==> src/rtl/fastr_pkg.sv <==
// Shared types and codes for the four-axis step, teach and replay sequencer.
package fastr_pkg;

  // Operator command codes carried in tuser
  localparam logic [2:0] CMD_TICK    = 3'd0;
  localparam logic [2:0] CMD_SELECT  = 3'd1;
  localparam logic [2:0] CMD_LEFT    = 3'd2;
  localparam logic [2:0] CMD_RIGHT   = 3'd3;
  localparam logic [2:0] CMD_SAVE    = 3'd4;
  localparam logic [2:0] CMD_REPLAY  = 3'd5;
  localparam logic [2:0] CMD_RECAL   = 3'd6;

  // Sequencer modes
  localparam logic [2:0] M_IDLE        = 3'd0;
  localparam logic [2:0] M_HOME_END    = 3'd1;
  localparam logic [2:0] M_HOME_STEP   = 3'd2;
  localparam logic [2:0] M_STEPPING    = 3'd3;
  localparam logic [2:0] M_REPLAY_LOAD = 3'd4;
  localparam logic [2:0] M_REPLAY_MOVE = 3'd5;

  // Drive directions
  localparam logic [1:0] DIR_STOP = 2'd0;
  localparam logic [1:0] DIR_CW   = 2'd1;
  localparam logic [1:0] DIR_CCW  = 2'd2;

  // Configuration register indexes
  localparam logic [1:0] REG_MAX_ONE   = 2'd0;
  localparam logic [1:0] REG_MAX_TWO   = 2'd1;
  localparam logic [1:0] REG_MAX_THREE = 2'd2;
  localparam logic [1:0] REG_MAX_FOUR  = 2'd3;

  localparam logic [7:0] MAX_ONE_RST   = 8'h4E;
  localparam logic [7:0] MAX_TWO_RST   = 8'h4E;
  localparam logic [7:0] MAX_THREE_RST = 8'h36;
  localparam logic [7:0] MAX_FOUR_RST  = 8'h11;

  // Classified item handed from front to back
  typedef struct packed {
    logic       is_cmd;      // command 1..6, subject to busy refusal
    logic [2:0] cmd;
    logic [1:0] choice;
    logic [3:0] ends;
    logic [3:0] pulses;
  } item_t;

  // Result item, last field in the lowest bits
  typedef struct packed {
    logic [6:0] pad;
    logic [7:0] taught_count;
    logic [1:0] selected_now;
    logic [7:0] selected_position;
    logic       refused;
    logic       at_limit;
    logic       busy_res;
    logic [1:0] drive_dir;
    logic [1:0] drive_axis;
  } res_t;

endpackage

==> src/rtl/fastr_front.sv <==
// Front stage: accept stream items and classify the command.
module fastr_front (
  input  logic                 clk,
  input  logic                 rst,
  input  logic                 in_valid,
  output logic                 in_ready,
  input  logic [2:0]           in_cmd,
  input  logic [15:0]          in_data,
  output logic                 f_valid,
  input  logic                 f_ready,
  output fastr_pkg::item_t     f_item
);
  import fastr_pkg::*;

  assign in_ready = !f_valid || f_ready;

  always_ff @(posedge clk) begin
    if (rst) begin
      f_valid <= 1'b0;
    end else if (in_ready) begin
      f_valid <= in_valid;
    end
  end

  always_ff @(posedge clk) begin
    if (in_ready && in_valid) begin
      f_item.is_cmd <= (in_cmd != CMD_TICK) && (in_cmd <= CMD_RECAL);
      f_item.cmd    <= in_cmd;
      f_item.choice <= in_data[1:0];
      f_item.ends   <= in_data[5:2];
      f_item.pulses <= in_data[9:6];
    end
  end

endmodule

==> src/rtl/fastr_queue.sv <==
// Two-entry queue between front and back.
module fastr_queue (
  input  logic             clk,
  input  logic             rst,
  input  logic             w_valid,
  output logic             w_ready,
  input  fastr_pkg::item_t w_item,
  output logic             r_valid,
  input  logic             r_ready,
  output fastr_pkg::item_t r_item
);
  import fastr_pkg::*;

  item_t      slots [2];
  logic       wp;
  logic       rp;
  logic [1:0] cnt;
  logic       push;
  logic       pop;

  assign w_ready = (cnt != 2'd2);
  assign r_valid = (cnt != 2'd0);
  assign r_item  = slots[rp];
  assign push    = w_valid && w_ready;
  assign pop     = r_valid && r_ready;

  always_ff @(posedge clk) begin
    if (rst) begin
      wp  <= 1'b0;
      rp  <= 1'b0;
      cnt <= 2'd0;
    end else begin
      if (push) wp <= !wp;
      if (pop) rp <= !rp;
      cnt <= cnt + {1'b0, push} - {1'b0, pop};
    end
  end

  always_ff @(posedge clk) begin
    if (push) slots[wp] <= w_item;
  end

endmodule

==> src/rtl/fastr_back.sv <==
// Back end: homing, stepping and replay sequencer with teach memory and result register.
module fastr_back #(
  parameter int TEACH_DEPTH   = 128,
  parameter int AXIS_COUNT    = 4,
  parameter int POSITION_BITS = 8
) (
  input  logic             clk,
  input  logic             rst,
  input  logic             q_valid,
  output logic             q_ready,
  input  fastr_pkg::item_t q_item,
  input  logic             cfg_we,
  input  logic [1:0]       cfg_idx,
  input  logic [7:0]       cfg_val,
  output logic             o_valid,
  input  logic             o_ready,
  output fastr_pkg::res_t  o_res
);
  import fastr_pkg::*;

  localparam int PB     = POSITION_BITS;
  localparam int ADDR_W = (TEACH_DEPTH > 1) ? $clog2(TEACH_DEPTH) : 1;
  localparam int CNT_W  = $clog2(TEACH_DEPTH + 1);
  localparam int PMASK  = (1 << POSITION_BITS) - 1;

  typedef struct packed {
    logic          ok;
    logic          lim;
    logic          outward;
    logic [PB-1:0] tgt;
  } mv_t;

  typedef struct packed {
    logic          done;
    logic          seen;
    logic          stepped;
    logic [PB-1:0] pos;
  } adv_t;

  logic [7:0]        maxr [4];
  logic [2:0]        mode, mode_next;
  logic [2:0]        act, act_next;
  logic [PB-1:0]     pos [AXIS_COUNT];
  logic [PB-1:0]     pos_next [AXIS_COUNT];
  logic [1:0]        chosen, chosen_next;
  logic [PB-1:0]     tgt, tgt_next;
  logic              outw, outw_next;
  logic [CNT_W-1:0]  cnt, cnt_next;
  logic [CNT_W-1:0]  ptr, ptr_next;
  logic              lim, lim_next;
  logic              seen, seen_next;
  logic [PB+1:0]     mem [TEACH_DEPTH];
  logic [PB+1:0]     rd;
  logic              we;
  logic [PB+1:0]     wdata;
  logic [CNT_W-1:0]  raddr;
  logic              fire;
  res_t              res;

  function automatic logic [PB-1:0] pos_of(input logic [2:0] a,
                                            input logic [PB-1:0] p [AXIS_COUNT]);
    logic [PB-1:0] v;
    v = '0;
    for (int i = 0; i < AXIS_COUNT; i++) begin
      if (a == 3'(i)) v = p[i];
    end
    return v;
  endfunction

  function automatic logic [7:0] max_of(input logic [2:0] a, input logic [7:0] m [4]);
    return a[2] ? 8'd0 : m[a[1:0]];
  endfunction

  // Check the first step toward a target and set up the move.
  function automatic mv_t start_move(input logic [2:0] a, input int target,
                                     input logic [PB-1:0] posv, input logic [7:0] mx);
    mv_t r;
    int p;
    int n;
    logic [31:0] t;
    p = int'(posv);
    t = 32'(target);
    r.ok = 1'b0;
    r.lim = 1'b0;
    r.outward = target > p;
    r.tgt = t[PB-1:0];
    if (int'(a) >= AXIS_COUNT) begin
      r.lim = 1'b1;
    end else if (target != p) begin
      n = (target > p) ? p + 1 : p - 1;
      if (n < 1 || n > int'(mx) || n > PMASK) r.lim = 1'b1;
      else r.ok = 1'b1;
    end
    return r;
  endfunction

  // One pulse-counted step: count on a high level after a low was seen.
  function automatic adv_t advance(input logic a_ok, input logic pbit, input logic sl,
                                   input logic ow, input logic [PB-1:0] posv,
                                   input logic [PB-1:0] tg);
    adv_t r;
    r.done = 1'b0;
    r.seen = sl;
    r.stepped = 1'b0;
    r.pos = posv;
    if (!a_ok) begin
      r.done = 1'b1;
    end else if (!pbit) begin
      r.seen = 1'b1;
    end else if (sl) begin
      r.seen = 1'b0;
      r.stepped = 1'b1;
      r.pos = ow ? posv + 1'b1 : posv - 1'b1;
      r.done = (r.pos == tg);
    end
    return r;
  endfunction

  assign fire    = q_valid && (!o_valid || o_ready);
  assign q_ready = !o_valid || o_ready;
  assign raddr   = fire ? ptr_next : ptr;

  always_comb begin
    mv_t           mv;
    adv_t          ad;
    logic          a_ok;
    logic          pbit;
    logic          ebit;
    logic [PB-1:0] pv;
    logic [PB-1:0] cp;
    logic [1:0]    dir;
    logic          refused;

    mode_next   = mode;
    act_next    = act;
    chosen_next = chosen;
    tgt_next    = tgt;
    outw_next   = outw;
    cnt_next    = cnt;
    ptr_next    = ptr;
    lim_next    = lim;
    seen_next   = seen;
    for (int i = 0; i < AXIS_COUNT; i++) pos_next[i] = pos[i];
    we      = 1'b0;
    wdata   = '0;
    refused = 1'b0;
    mv      = '0;
    ad      = '0;

    a_ok = int'(act) < AXIS_COUNT;
    pbit = act[2] ? 1'b0 : q_item.pulses[act[1:0]];
    ebit = act[2] ? 1'b0 : q_item.ends[act[1:0]];

    unique case (mode)
      M_HOME_END: begin
        if (ebit) begin
          for (int i = 0; i < AXIS_COUNT; i++) begin
            if (act == 3'(i)) pos_next[i] = '0;
          end
          mv = start_move(act, 1, '0, max_of(act, maxr));
          lim_next = mv.lim;
          if (mv.ok) begin
            outw_next = mv.outward;
            tgt_next  = mv.tgt;
            seen_next = 1'b0;
            mode_next = M_HOME_STEP;
          end else if (int'(act) + 1 < AXIS_COUNT) begin
            act_next = act + 3'd1;
          end else begin
            mode_next = M_IDLE;
          end
        end
      end
      M_HOME_STEP, M_STEPPING, M_REPLAY_MOVE: begin
        ad = advance(a_ok, pbit, seen, outw, pos_of(act, pos), tgt);
        seen_next = ad.seen;
        for (int i = 0; i < AXIS_COUNT; i++) begin
          if (ad.stepped && act == 3'(i)) pos_next[i] = ad.pos;
        end
        if (ad.done) begin
          if (mode == M_HOME_STEP) begin
            if (int'(act) + 1 < AXIS_COUNT) begin
              act_next  = act + 3'd1;
              mode_next = M_HOME_END;
            end else begin
              mode_next = M_IDLE;
            end
          end else if (mode == M_STEPPING) begin
            mode_next = M_IDLE;
          end else begin
            ptr_next  = ptr + 1'b1;
            mode_next = M_REPLAY_LOAD;
          end
        end
      end
      M_REPLAY_LOAD: begin
        if (ptr >= cnt || int'(ptr) >= TEACH_DEPTH) begin
          mode_next = M_IDLE;
        end else begin
          act_next = {1'b0, rd[PB+1:PB]};
          mv = start_move(act_next, int'(rd[PB-1:0]), pos_of(act_next, pos),
                          max_of(act_next, maxr));
          lim_next = mv.lim;
          if (mv.ok) begin
            outw_next = mv.outward;
            tgt_next  = mv.tgt;
            seen_next = 1'b0;
            mode_next = M_REPLAY_MOVE;
          end else begin
            ptr_next = ptr + 1'b1;
          end
        end
      end
      default: ;
    endcase

    // Commands see the mode left by this tick's motion update
    cp = pos_of({1'b0, chosen_next}, pos_next);
    if (q_item.is_cmd) begin
      if (mode_next != M_IDLE) begin
        refused = 1'b1;
      end else begin
        unique case (q_item.cmd)
          CMD_SELECT: begin
            if (int'(q_item.choice) < AXIS_COUNT) chosen_next = q_item.choice;
          end
          CMD_LEFT, CMD_RIGHT: begin
            act_next = {1'b0, chosen_next};
            mv = start_move(act_next,
                            (q_item.cmd == CMD_LEFT) ? int'(cp) - 1 : int'(cp) + 1,
                            cp, max_of(act_next, maxr));
            lim_next = mv.lim;
            if (mv.ok) begin
              outw_next = mv.outward;
              tgt_next  = mv.tgt;
              seen_next = 1'b0;
              mode_next = M_STEPPING;
            end
          end
          CMD_SAVE: begin
            if (int'(cnt_next) >= TEACH_DEPTH || int'(chosen_next) >= AXIS_COUNT) begin
              refused = 1'b1;
            end else begin
              we       = 1'b1;
              wdata    = {chosen_next, cp};
              cnt_next = cnt_next + 1'b1;
            end
          end
          CMD_REPLAY: begin
            if (cnt_next != '0) begin
              ptr_next  = '0;
              mode_next = M_REPLAY_LOAD;
            end
          end
          default: begin
            chosen_next = '0;
            cnt_next    = '0;
            ptr_next    = '0;
            act_next    = '0;
            mode_next   = M_HOME_END;
          end
        endcase
      end
    end

    if (mode_next == M_HOME_END) dir = DIR_CCW;
    else if (mode_next == M_HOME_STEP || mode_next == M_STEPPING ||
             mode_next == M_REPLAY_MOVE) dir = outw_next ? DIR_CW : DIR_CCW;
    else dir = DIR_STOP;

    pv = pos_of({1'b0, chosen_next}, pos_next);
    res.pad               = '0;
    res.drive_axis        = act_next[1:0];
    res.drive_dir         = dir;
    res.busy_res          = (mode_next != M_IDLE);
    res.at_limit          = lim_next;
    res.refused           = refused;
    res.selected_position = 8'(32'(pv));
    res.selected_now      = chosen_next;
    res.taught_count      = 8'(32'(cnt_next));
  end

  always_ff @(posedge clk) begin
    if (rst) begin
      mode    <= M_HOME_END;
      act     <= '0;
      chosen  <= '0;
      tgt     <= '0;
      outw    <= 1'b0;
      cnt     <= '0;
      ptr     <= '0;
      lim     <= 1'b0;
      seen    <= 1'b0;
      o_valid <= 1'b0;
      for (int i = 0; i < AXIS_COUNT; i++) pos[i] <= '0;
      maxr[0] <= MAX_ONE_RST;
      maxr[1] <= MAX_TWO_RST;
      maxr[2] <= MAX_THREE_RST;
      maxr[3] <= MAX_FOUR_RST;
    end else begin
      if (cfg_we) begin
        unique case (cfg_idx)
          REG_MAX_ONE:   maxr[0] <= cfg_val;
          REG_MAX_TWO:   maxr[1] <= cfg_val;
          REG_MAX_THREE: maxr[2] <= cfg_val;
          REG_MAX_FOUR:  maxr[3] <= cfg_val;
          default: ;
        endcase
      end
      if (fire) begin
        mode   <= mode_next;
        act    <= act_next;
        chosen <= chosen_next;
        tgt    <= tgt_next;
        outw   <= outw_next;
        cnt    <= cnt_next;
        ptr    <= ptr_next;
        lim    <= lim_next;
        seen   <= seen_next;
        for (int i = 0; i < AXIS_COUNT; i++) pos[i] <= pos_next[i];
        o_valid <= 1'b1;
      end else if (o_ready) begin
        o_valid <= 1'b0;
      end
    end
  end

  always_ff @(posedge clk) begin
    if (fire) o_res <= res;
  end

  // Teach memory: one write port, registered read at the replay pointer
  always_ff @(posedge clk) begin
    if (fire && we) mem[cnt[ADDR_W-1:0]] <= wdata;
    rd <= mem[raddr[ADDR_W-1:0]];
  end

  a_cnt_range: assert property (@(posedge clk) disable iff (rst)
    int'(cnt) <= TEACH_DEPTH)
    else $error("teach count beyond table depth");

  a_ptr_in_table: assert property (@(posedge clk) disable iff (rst)
    mode == M_REPLAY_MOVE |-> ptr < cnt)
    else $error("replay move outside stored entries");

  a_idle_stop: assert property (@(posedge clk) disable iff (rst)
    o_valid && !o_res.busy_res |-> o_res.drive_dir == DIR_STOP)
    else $error("motor driven while idle");

endmodule

==> src/rtl/four_axis_step_teach_replay.sv <==
// Top level of the four-axis stepped motor sequencer with teach and replay.
//
// Usage:
//  s_axis carries one item per clock tick of the motion logic: tuser holds the
//  command (tick, select, step left/right, save, replay, recalibrate), tdata
//  holds the axis choice and the sampled end and pulse switch levels.
//  m_axis returns exactly one result item per input item: drive axis and
//  direction, busy, limit and refusal flags, the selected axis and its position,
//  and the number of taught entries.
//  cfg writes the per-axis maximum step position (index 0..3); write only while
//  idle.
// Path: an item passes the front register, a queue slot and the result register
//  before its result is valid, when the output is free.
// Throughput: one item per cycle sustained while m_axis_tready is high; the
//  front and the sequencer are parted by a two-entry queue, and the result
//  register takes a new item in the cycle the previous result is taken.
// Reset: homing of axis one starts at once; the teach table holds no entries.
// Stall: when m_axis_tready is low the result holds, the queue fills, and then
//  s_axis_tready drops; no item is lost or repeated.
module four_axis_step_teach_replay #(
  parameter int TEACH_DEPTH   = 128,
  parameter int AXIS_COUNT    = 4,
  parameter int POSITION_BITS = 8
) (
  input  logic        clk,
  input  logic        rst,
  input  logic        s_axis_tvalid,
  output logic        s_axis_tready,
  input  logic [15:0] s_axis_tdata,   // axis_choice[1:0], end_switches[5:2], pulse_switches[9:6]
  input  logic [2:0]  s_axis_tuser,   // cmd[2:0]
  output logic        m_axis_tvalid,
  input  logic        m_axis_tready,
  output logic [31:0] m_axis_tdata,   // drive_axis[1:0], drive_dir[3:2], busy_res[4],
                                      // at_limit[5], refused[6], selected_position[14:7],
                                      // selected_now[16:15], taught_count[24:17]
  input  logic        cfg_valid,
  output logic        cfg_ready,
  input  logic [1:0]  cfg_index,
  input  logic [7:0]  cfg_data
);
  import fastr_pkg::*;

  logic  f_valid;
  logic  f_ready;
  item_t f_item;
  logic  q_valid;
  logic  q_ready;
  item_t q_item;
  res_t  res;

  // Configuration is always taken
  assign cfg_ready = 1'b1;

  fastr_front u_front (
    .clk      (clk),
    .rst      (rst),
    .in_valid (s_axis_tvalid),
    .in_ready (s_axis_tready),
    .in_cmd   (s_axis_tuser),
    .in_data  (s_axis_tdata),
    .f_valid  (f_valid),
    .f_ready  (f_ready),
    .f_item   (f_item)
  );

  fastr_queue u_queue (
    .clk     (clk),
    .rst     (rst),
    .w_valid (f_valid),
    .w_ready (f_ready),
    .w_item  (f_item),
    .r_valid (q_valid),
    .r_ready (q_ready),
    .r_item  (q_item)
  );

  fastr_back #(
    .TEACH_DEPTH   (TEACH_DEPTH),
    .AXIS_COUNT    (AXIS_COUNT),
    .POSITION_BITS (POSITION_BITS)
  ) u_back (
    .clk     (clk),
    .rst     (rst),
    .q_valid (q_valid),
    .q_ready (q_ready),
    .q_item  (q_item),
    .cfg_we  (cfg_valid && cfg_ready),
    .cfg_idx (cfg_index),
    .cfg_val (cfg_data),
    .o_valid (m_axis_tvalid),
    .o_ready (m_axis_tready),
    .o_res   (res)
  );

  assign m_axis_tdata = res;

endmodule
==> config.mk <==
export PLATFORM = sky130hd
export DESIGN_NAME = four_axis_step_teach_replay
export DESIGN_NICKNAME = d
export VERILOG_FILES = /design/src/rtl/fastr_pkg.sv /design/src/rtl/fastr_front.sv /design/src/rtl/fastr_queue.sv /design/src/rtl/fastr_back.sv /design/src/rtl/four_axis_step_teach_replay.sv
export SDC_FILE = /design/constraint.sdc
export NUM_CORES = 2
export LEC_CHECK = 0
export BUFFER_PORTS_ARGS = -buffer_cell sky130_fd_sc_hd__buf_2
export CAP_MARGIN = 10
export CORE_MARGIN = 5
export CORE_UTILIZATION = 46
export DETAILED_ROUTE_END_ITERATION = 6
export PLACE_DENSITY = 0.66
export RECOVER_POWER = 100
export SYNTH_ARGS = -nofsm -noshare
export SYNTH_HDL_FRONTEND = slang
export SYNTH_HIERARCHICAL = 1
export SYNTH_SLANG_ARGS = --single-unit
export TNS_END_PERCENT = 1
==> constraint.sdc <==
create_clock -name clk -period 23.2 [get_ports clk]
set_clock_uncertainty 0.15 [all_clocks]
set_input_delay 0 -clock clk [delete_from_list [all_inputs] [get_ports clk]]
set_output_delay 0 -clock clk [all_outputs]
set_load 0.03 [all_outputs]
Yosys cells after proc, flatten, opt, wreduce, memory -nomap -nowiden
Memory sizes are Yosys's and may differ from the RTL's. A register that Yosys moved wholly into a read port is not among the register bits. Index checks and enable logic that the tools add are counted.

Output and inout bits: 35. Input port bits: 34. Word-level logic and storage cells: 324. Register bits after elaboration: 144. RAM bits: 1308. Bits in latches: 0. Memory bits (read-only): 0. Memories: 2.

Shift-type cells: 0. Multipliers: 0. Bitwise gates (word level): 4. Order comparisons: 20. Div/mod/pow operators: 0. Multiplexer cells: 171. $add $sub $neg: 12. Equality and inequality tests: 33. Reductions and logical operators: 45.

Memories: u_back.mem (depth 128, width 10, read ports 1, clocked after memory_dff 1, write ports 1, RTL line fastr_back.sv:52) `logic [PB+1:0] mem [TEACH_DEPTH];`; u_queue.slots (depth 2, width 14, read ports 1, clocked after memory_dff 1, write ports 1, RTL line fastr_queue.sv:14) `item_t slots [2];`.

Operator list (number): 8-bit two-way mux (54); 32-bit two-way mux (4); 32-bit by 9-bit > comparator with 1-bit output (3); 32-bit by 9-bit > comparator with 1-bit output (second input constant) (2); 32-bit by 2-bit less-than comparator with 1-bit output (second input constant) (2); 32-bit one-hot mux with 2 select lines (1); 8-bit one-hot mux with 2 select lines (4); 10-bit two-way mux (6); 3-bit two-way mux (20); 1-bit two-way mux (55); 8-bit binary-select mux with 2-bit select (3); 32-bit by 4-bit less-than comparator with 1-bit output (second input constant) (1); 32-bit by 9-bit inequality test with 1-bit output (1); 3-bit one-hot mux with 3 select lines (3); 8-bit by 1-bit adder with 8-bit output (second input constant) (3); 3-bit by 2-bit == test with 1-bit output (second input constant) (8); 2-bit two-way mux (11); 8-bit by 1-bit adder with 9-bit output (second input constant) (2); 8-bit by 1-bit subtractor with 9-bit output (second input constant) (2); 2-bit == test (second input constant) (8); 8-bit >= comparator (second input constant) (2); 3-bit == test (second input constant) (5); 3-bit by 1-bit == test with 1-bit output (second input constant) (4); 3-bit >= comparator (second input constant) (4); 37 further kinds (77).

Longest topological paths before layout
Depth after elaboration: 41. Mapped depth: 47. Gate-level depth less buffers: 42.

Modules after synthesis
Netlist, hierarchy kept.

By module, submodules not included: fastr_back (seq. area each 41389.7 um2, area an instance 61958.2 um2, times used 1, cells an instance 4901); fastr_queue (seq. area each 940.9 um2, area an instance 1266.2 um2, times used 1, cells an instance 72); fastr_front (seq. area each 440.4 um2, area an instance 495.5 um2, times used 1, cells an instance 22); four_axis_step_teach_replay (seq. area each 0.0 um2, area an instance 11.3 um2, times used 1, cells an instance 2).

Least setup slack after synthesis
OpenSTA, ideal clock, no wires.

Path type: flip-flop to flip-flop. Start point: register u_back.act[0]. End point: memory u_back/mem[0][0] in the netlist's numbering, data pin. Path buffers: 6. Setup time: 0.798 ns. Stages on the path, launching flop included: 23. Path slack: 14.652 ns. Period minus slack after synthesis: 8.548 ns. Required time: 22.252 ns. Arrival: 7.601 ns. Cell sequence: dfxtp_1 > clkbuf_1 > inv_1 > ha_1 > buf_2 > clkbuf_1 > nand2_1 > o21ai_0 > a22o_1 > ha_1 > clkbuf_1 > nand2_1 > a2111oi_0 > a211oi_2 > xnor3_1 > a21boi_0 > a41o_1 > mux2i_1 > nor2_1 > clkbuf_1 > nand3_1 > clkbuf_1 > nor2_1.

Longest elaborated chain between the ends: 22. Elaborated cells between the ends (all ways): 70. Those cells by class: add/sub (3); order compare (4); eq/ne (4); mux (52); bitwise (1); reduce/logical (6).

RTL lines: from (decl) (RTL line fastr_back.sv:42) `logic [2:0] act, act_next;`; from (signal assigned) (RTL line fastr_back.sv:312) `act <= act_next;`; 3-bit zero test (RTL line fastr_back.sv:65, fastr_back.sv:158, fastr_back.sv:178); 8-bit two-way mux (4 in series) (RTL line fastr_back.sv:65) `if (a == 3'(i)) v = p[i];`; 8-bit two-way mux (RTL line fastr_back.sv:154) `unique case (mode)`; 8-bit by 1-bit subtractor with 8-bit output or 8-bit by 1-bit adder with 8-bit output (tied branches) (RTL line fastr_back.sv:113) `r.pos = ow ? posv + 1'b1 : posv - 1'b1;`; 8-bit two-way mux (RTL line fastr_back.sv:113); 11-bit two-way mux (RTL line fastr_back.sv:110) `end else if (sl) begin`; 9-bit two-way mux (RTL line fastr_back.sv:108) `end else if (!pbit) begin`; 10-bit two-way mux (RTL line fastr_back.sv:106) `if (!a_ok) begin`; 10-bit two-way mux (RTL line fastr_back.sv:154); 8-bit two-way mux (RTL line fastr_back.sv:178) `if (ad.stepped && act == 3'(i)) pos_next[i] = ad.pos;`; 32-bit one-hot mux with 2 select lines (RTL line fastr_back.sv:154); 8-bit two-way mux (4 in series) (RTL line fastr_back.sv:65); 10-bit two-way mux (RTL line fastr_back.sv:241) `if (int'(cnt_next) >= TEACH_DEPTH || int'(chosen_next) >= AXIS_COUNT) begin`; 10-bit two-way mux (RTL line fastr_back.sv:223) `unique case (q_item.cmd)`; 10-bit two-way mux * (RTL line fastr_back.sv:220) `if (mode_next != M_IDLE) begin`; 10-bit two-way mux * (RTL line fastr_back.sv:219) `if (q_item.is_cmd) begin`; named net u_back.wdata[0] (RTL line fastr_back.sv:55) `logic [PB+1:0] wdata;`; to (decl) (RTL line fastr_back.sv:52).

Mark *: on every way through the listed nets, which the timed path passes. The rest lies on a longest branch. The select of a mux whose other input is x is not followed.

Worst setup path after layout
Start point: register u_back.rd[9], read port of u_back.mem. End point: register u_back.rd[9], read port of u_back.mem.

Longest elaborated chain between the ends: 24. Elaborated cells between the ends (all ways): 40. Those cells by class: add/sub (2); order compare (4); eq/ne (4); mux (25); bitwise (1); reduce/logical (4).

RTL lines: from (decl) (RTL line fastr_back.sv:53) `logic [PB+1:0] rd;`; 2-bit zero test (RTL line fastr_back.sv:65); 8-bit two-way mux (4 in series) (RTL line fastr_back.sv:65); 8-bit two-way mux (RTL line fastr_back.sv:197) `if (ptr >= cnt || int'(ptr) >= TEACH_DEPTH) begin`; 8-bit two-way mux (RTL line fastr_back.sv:154); 8-bit by 1-bit subtractor with 9-bit output, or another cell as far along (RTL line fastr_back.sv:90) `n = (target > p) ? p + 1 : p - 1;`; 32-bit two-way mux (RTL line fastr_back.sv:90); 32-bit by 2-bit less-than comparator with 1-bit output or 32-bit by 9-bit > comparator with 1-bit output (tied branches) (RTL line fastr_back.sv:91) `if (n < 1 || n > int'(mx) || n > PMASK) r.lim = 1'b1;`; 1-bit logical OR (2 in series) (RTL line fastr_back.sv:91); (+4 left out); 8-bit two-way mux (RTL line fastr_back.sv:204) `if (mv.ok) begin`; 8-bit two-way mux (RTL line fastr_back.sv:197); 8-bit one-hot mux with 2 select lines (RTL line fastr_back.sv:154); 8-bit two-way mux (RTL line fastr_back.sv:250) `if (cnt_next != '0) begin`; 8-bit one-hot mux with 2 select lines (RTL line fastr_back.sv:223); 8-bit two-way mux (RTL line fastr_back.sv:220); 8-bit two-way mux * (RTL line fastr_back.sv:219); 7-bit two-way mux * (RTL line fastr_back.sv:121) `assign raddr = fire ? ptr_next : ptr;`.

Mark *: on every way between the ends. The rest lies on a longest branch, timed or not. The select of a mux whose other input is x is not followed. A chain may end at the register's enable or synchronous reset.

==> results.cfg <==
[synth]
netlist_area_sq_mm = 0.0637
synthArstFlopShare_pct = 0
yosys_register_bits = 1463
synth-edff-count = 1347
ys_seq_area_share_pct = 67.1
synth_cell_types = 105
yosysWarnings = 6
synthCells = 4997
synthFlopType = edfxtp_1
avgSynthCellArea_sq_um = 12.8

[hold_path]
hold_path.class = in -> reg
min_from = m_axis_tready

[layout]
areaGrowthSynthToFinish_pct = 10.7
nets = 5112
final_cells = 6929
drive_above_1_share_pct = 7.36
fillers = 11500

[sta]
slew_headroom_pct = -355
fin_crit_ps = 16600
drv_slew = 2013
setup_viol = 0
final_hold_viol_count = 0
finalCritPeriodShare_pct = 71.5
rsz0062_at_grt = false
tightest_slew_ps = 6820
fin_setup_tns_ps = 0
max_freq_mhz = 60.2

[detailed_routing]
wl_per_cell_microns = 24.3
num_vias = 42100
via_per_inst = 6.08
drt_iter0_markers = 4805
drt_wl_total_microns = 168000
dr.pass1.iters = 5
antenna_left = 0
remaining_drc_errors = 0

[setup_path]
cp_top_family = buffers and inverters
r2r-start = u_back/rd[9]$_DFF_P_
cp-start-kind = flip-flop
crit_start = u_back/rd[9]$_DFF_P_
endpoint_kind = flip-flop
critPathBufInv = 3
crit_required_ps = 23660
worst-path-max-fanout = 131
arrival_ps = 17060
crit_path_top_delay_cell = clkbuf_1
max_stage_delay_ps = 4760
worstSetupPathType = reg -> reg

[die]
die_w_microns = 382
die_area_sq_mm = 0.146
num_rows = 136
pin_count = 69
start_util_pct = 46.3
fp.coreArea_sq_mm = 0.138
die_h_microns = 382

[flow_run]
cap_violations = 37

[cts]
cts_tree = yes
clockBufferDepth = 3
h-tree-depth = 4
clock_latency_ps = 790
numCtsBuffers = 149
ctsRootBufferMaster = clkbuf_16
clkSinkCount = 1463
clk_pin_slew_ps = 60

[placement]
port_buffers = 54
place_inst = 6598
gp_congestion = 0.905
dp_hpwl_microns = 98000

[global_route]
grt_first_pass_wirelength_microns = 251000
track_usage_pct = 22.4
first_global_vias = 39700
grt_antenna_before_repair = 1
grt_max_degree = 149
grt_overflow = 0

[pwr]
power.density_mw_per_mm2 = 102
totalPowerFinal_mw = 7.16
worst_ir_drop_vdd_uv = 102
leakagePower_nw = 24.8

[outcome]
status = complete, but fails checks
violations = capacitance limit, slew limit
final timing paths:
kind	slack, ps	cells after the start	end
max reg2reg	6600	25	u_back/rd[9]$_DFF_P_
max	6600	25	u_back/rd[9]$_DFF_P_
min	110	4	u_back/o_valid$_SDFFE_PP0P_
min reg2reg	300	0	u_queue/slots[1][4]$_DFFE_PP_
placed cells by master (no fill, tap or decap), drive strengths merged, types with 20 or more instances in the layout:
master and instances:
nor2 316, dfxtp 116, inv 84, edfxtp 1347
mux4 39, dlygate4sd3 60, nor3 44, a211oi 97
xnor2 20, ha 62, and3 79, nand4 21
o211ai 50, o21ai 89, a2111oi 25, a21oi 246
buf 55, a31oi 40, clkinv 58, nand3 281
clkbuf 252, mux2i 245, nor4 38, nand2 921
a221oi 62, o22ai 32, a22oi 71, mux2 37
synth_stat cells (12+ instances only):
cell          n  area, sq um
nand3b_1     17          128
o22ai_1      31          194
buf_2       131          656
and2_1       17          106
nand4_1      21          131
nor2b_1      17          106
xnor2_1      20          175
dfxtp_1     116         2320
and3_1       78          488
a31oi_1      40          250
a21oi_1     243         1220
nand2b_1     17          106
nand3_1     281         1410
buf_1        29          109
nand2_1     921         3460
inv_1        70          263
nor4_1       34          213
o211ai_1     50          375
o21ai_0      84          420
or4_1        18          135
a211oi_1     96          721
mux4_2       39          878
a211o_1      12          105
a22oi_1      71          533
a2111oi_0    25          219
ha_1         62          776
mux2_1       14          158
nor2_1      312         1170
or3_1        15         93.8
o32ai_1      12          105
clkbuf_1    116          435
mux2i_1     244         2440
a221oi_1     61          534
a22o_1       19          166
mux2_2       22          248
edfxtp_1   1347        40400
nor3_1       41          205
buf_4        38          285
kinds of logic (layout without fill, tap and decap cells):
group | count (synthesis) | count (layout) | share of synthesized area (%)
compound gates | 887 | 887 | 9.61
xor+xnor | 28 | 28 | 0.406
fa+ha+maj | 63 | 63 | 1.25
buf+inv | 395 | 525 | 2.88
flops | 1463 | 1463 | 67.1
mux | 321 | 321 | 5.91
other cells | 2 | 10 | 0.0118
simple gates | 1838 | 1838 | 12.8
stage by stage:
stage / setup WS [ps] / instance area (sq um) / utilization (%) / hold slack, ps
after floorplan: 14650 / 63800 / - / -87.6
after global placement: 12160 / 65500 / 47.6 / 29.4
after detailed placement: 12100 / 65500 / 47.6 / 28.1
after CTS: 12110 / 70800 / 51.4 / 21.8
after global routing: 5790 / 70500 / 51.2 / 127
final: 6600 / 70500 / 51.2 / 111
per-layer routing:
metal	track usage [%]	part of all wire [%]	vias up
met5	0	0	-
met3	4.08	8.7	309
met1	31.1	41	21000
met4	7.78	3.5	0
met2	35.8	47	1904
li1	-	-	18900
cell type report:
type / count / area, sq um / area share (%)
inverters: 74 / 279 / 0.396
clock buffers: 185 / 3900 / 5.54
clock inverters: 84 / 823 / 1.17
multi-input cells: 3145 / 19200 / 27.2
well taps: 1794 / 2240 / 3.18
diodes: 2 / 5.00 / 0.00710
flip-flops and latches: 1463 / 42800 / 60.6
repair buffers: 182 / 1280 / 1.82
sequential cells by signal (all words and copies together), names as in the netlist, 10 cells and up, named ones only:
register / cells
u_back/o_res: 25
u_back/rd: 10
u_queue/slots: 28
u_back/mem: 1280
u_back/maxr: 32
u_back/pos: 32
u_front/f_item: 14
where the power goes:
part	total [mW]	internal, mW	switching [mW]
Clock	2.34	1.32	1.02
Sequential	3.03	2.96	0.0702
Combinational	1.79	0.644	1.15
Total	7.16	4.93	2.23
worst min-delay path, delay by kind of cell:
kind                   cells  cell delay, ps
buffers and inverters      2             640
AND/OR/NAND/NOR            1             240
AO/OA/AOI/OAI              1             100
timing repair:
action / CTS / global route
hold buffers: 60 / 0
hold endpoints to repair: 99 / 0
gates resized for setup: 0 / 0
setup buffers: 0 / 0
Power figures use the tool's default switching activity.
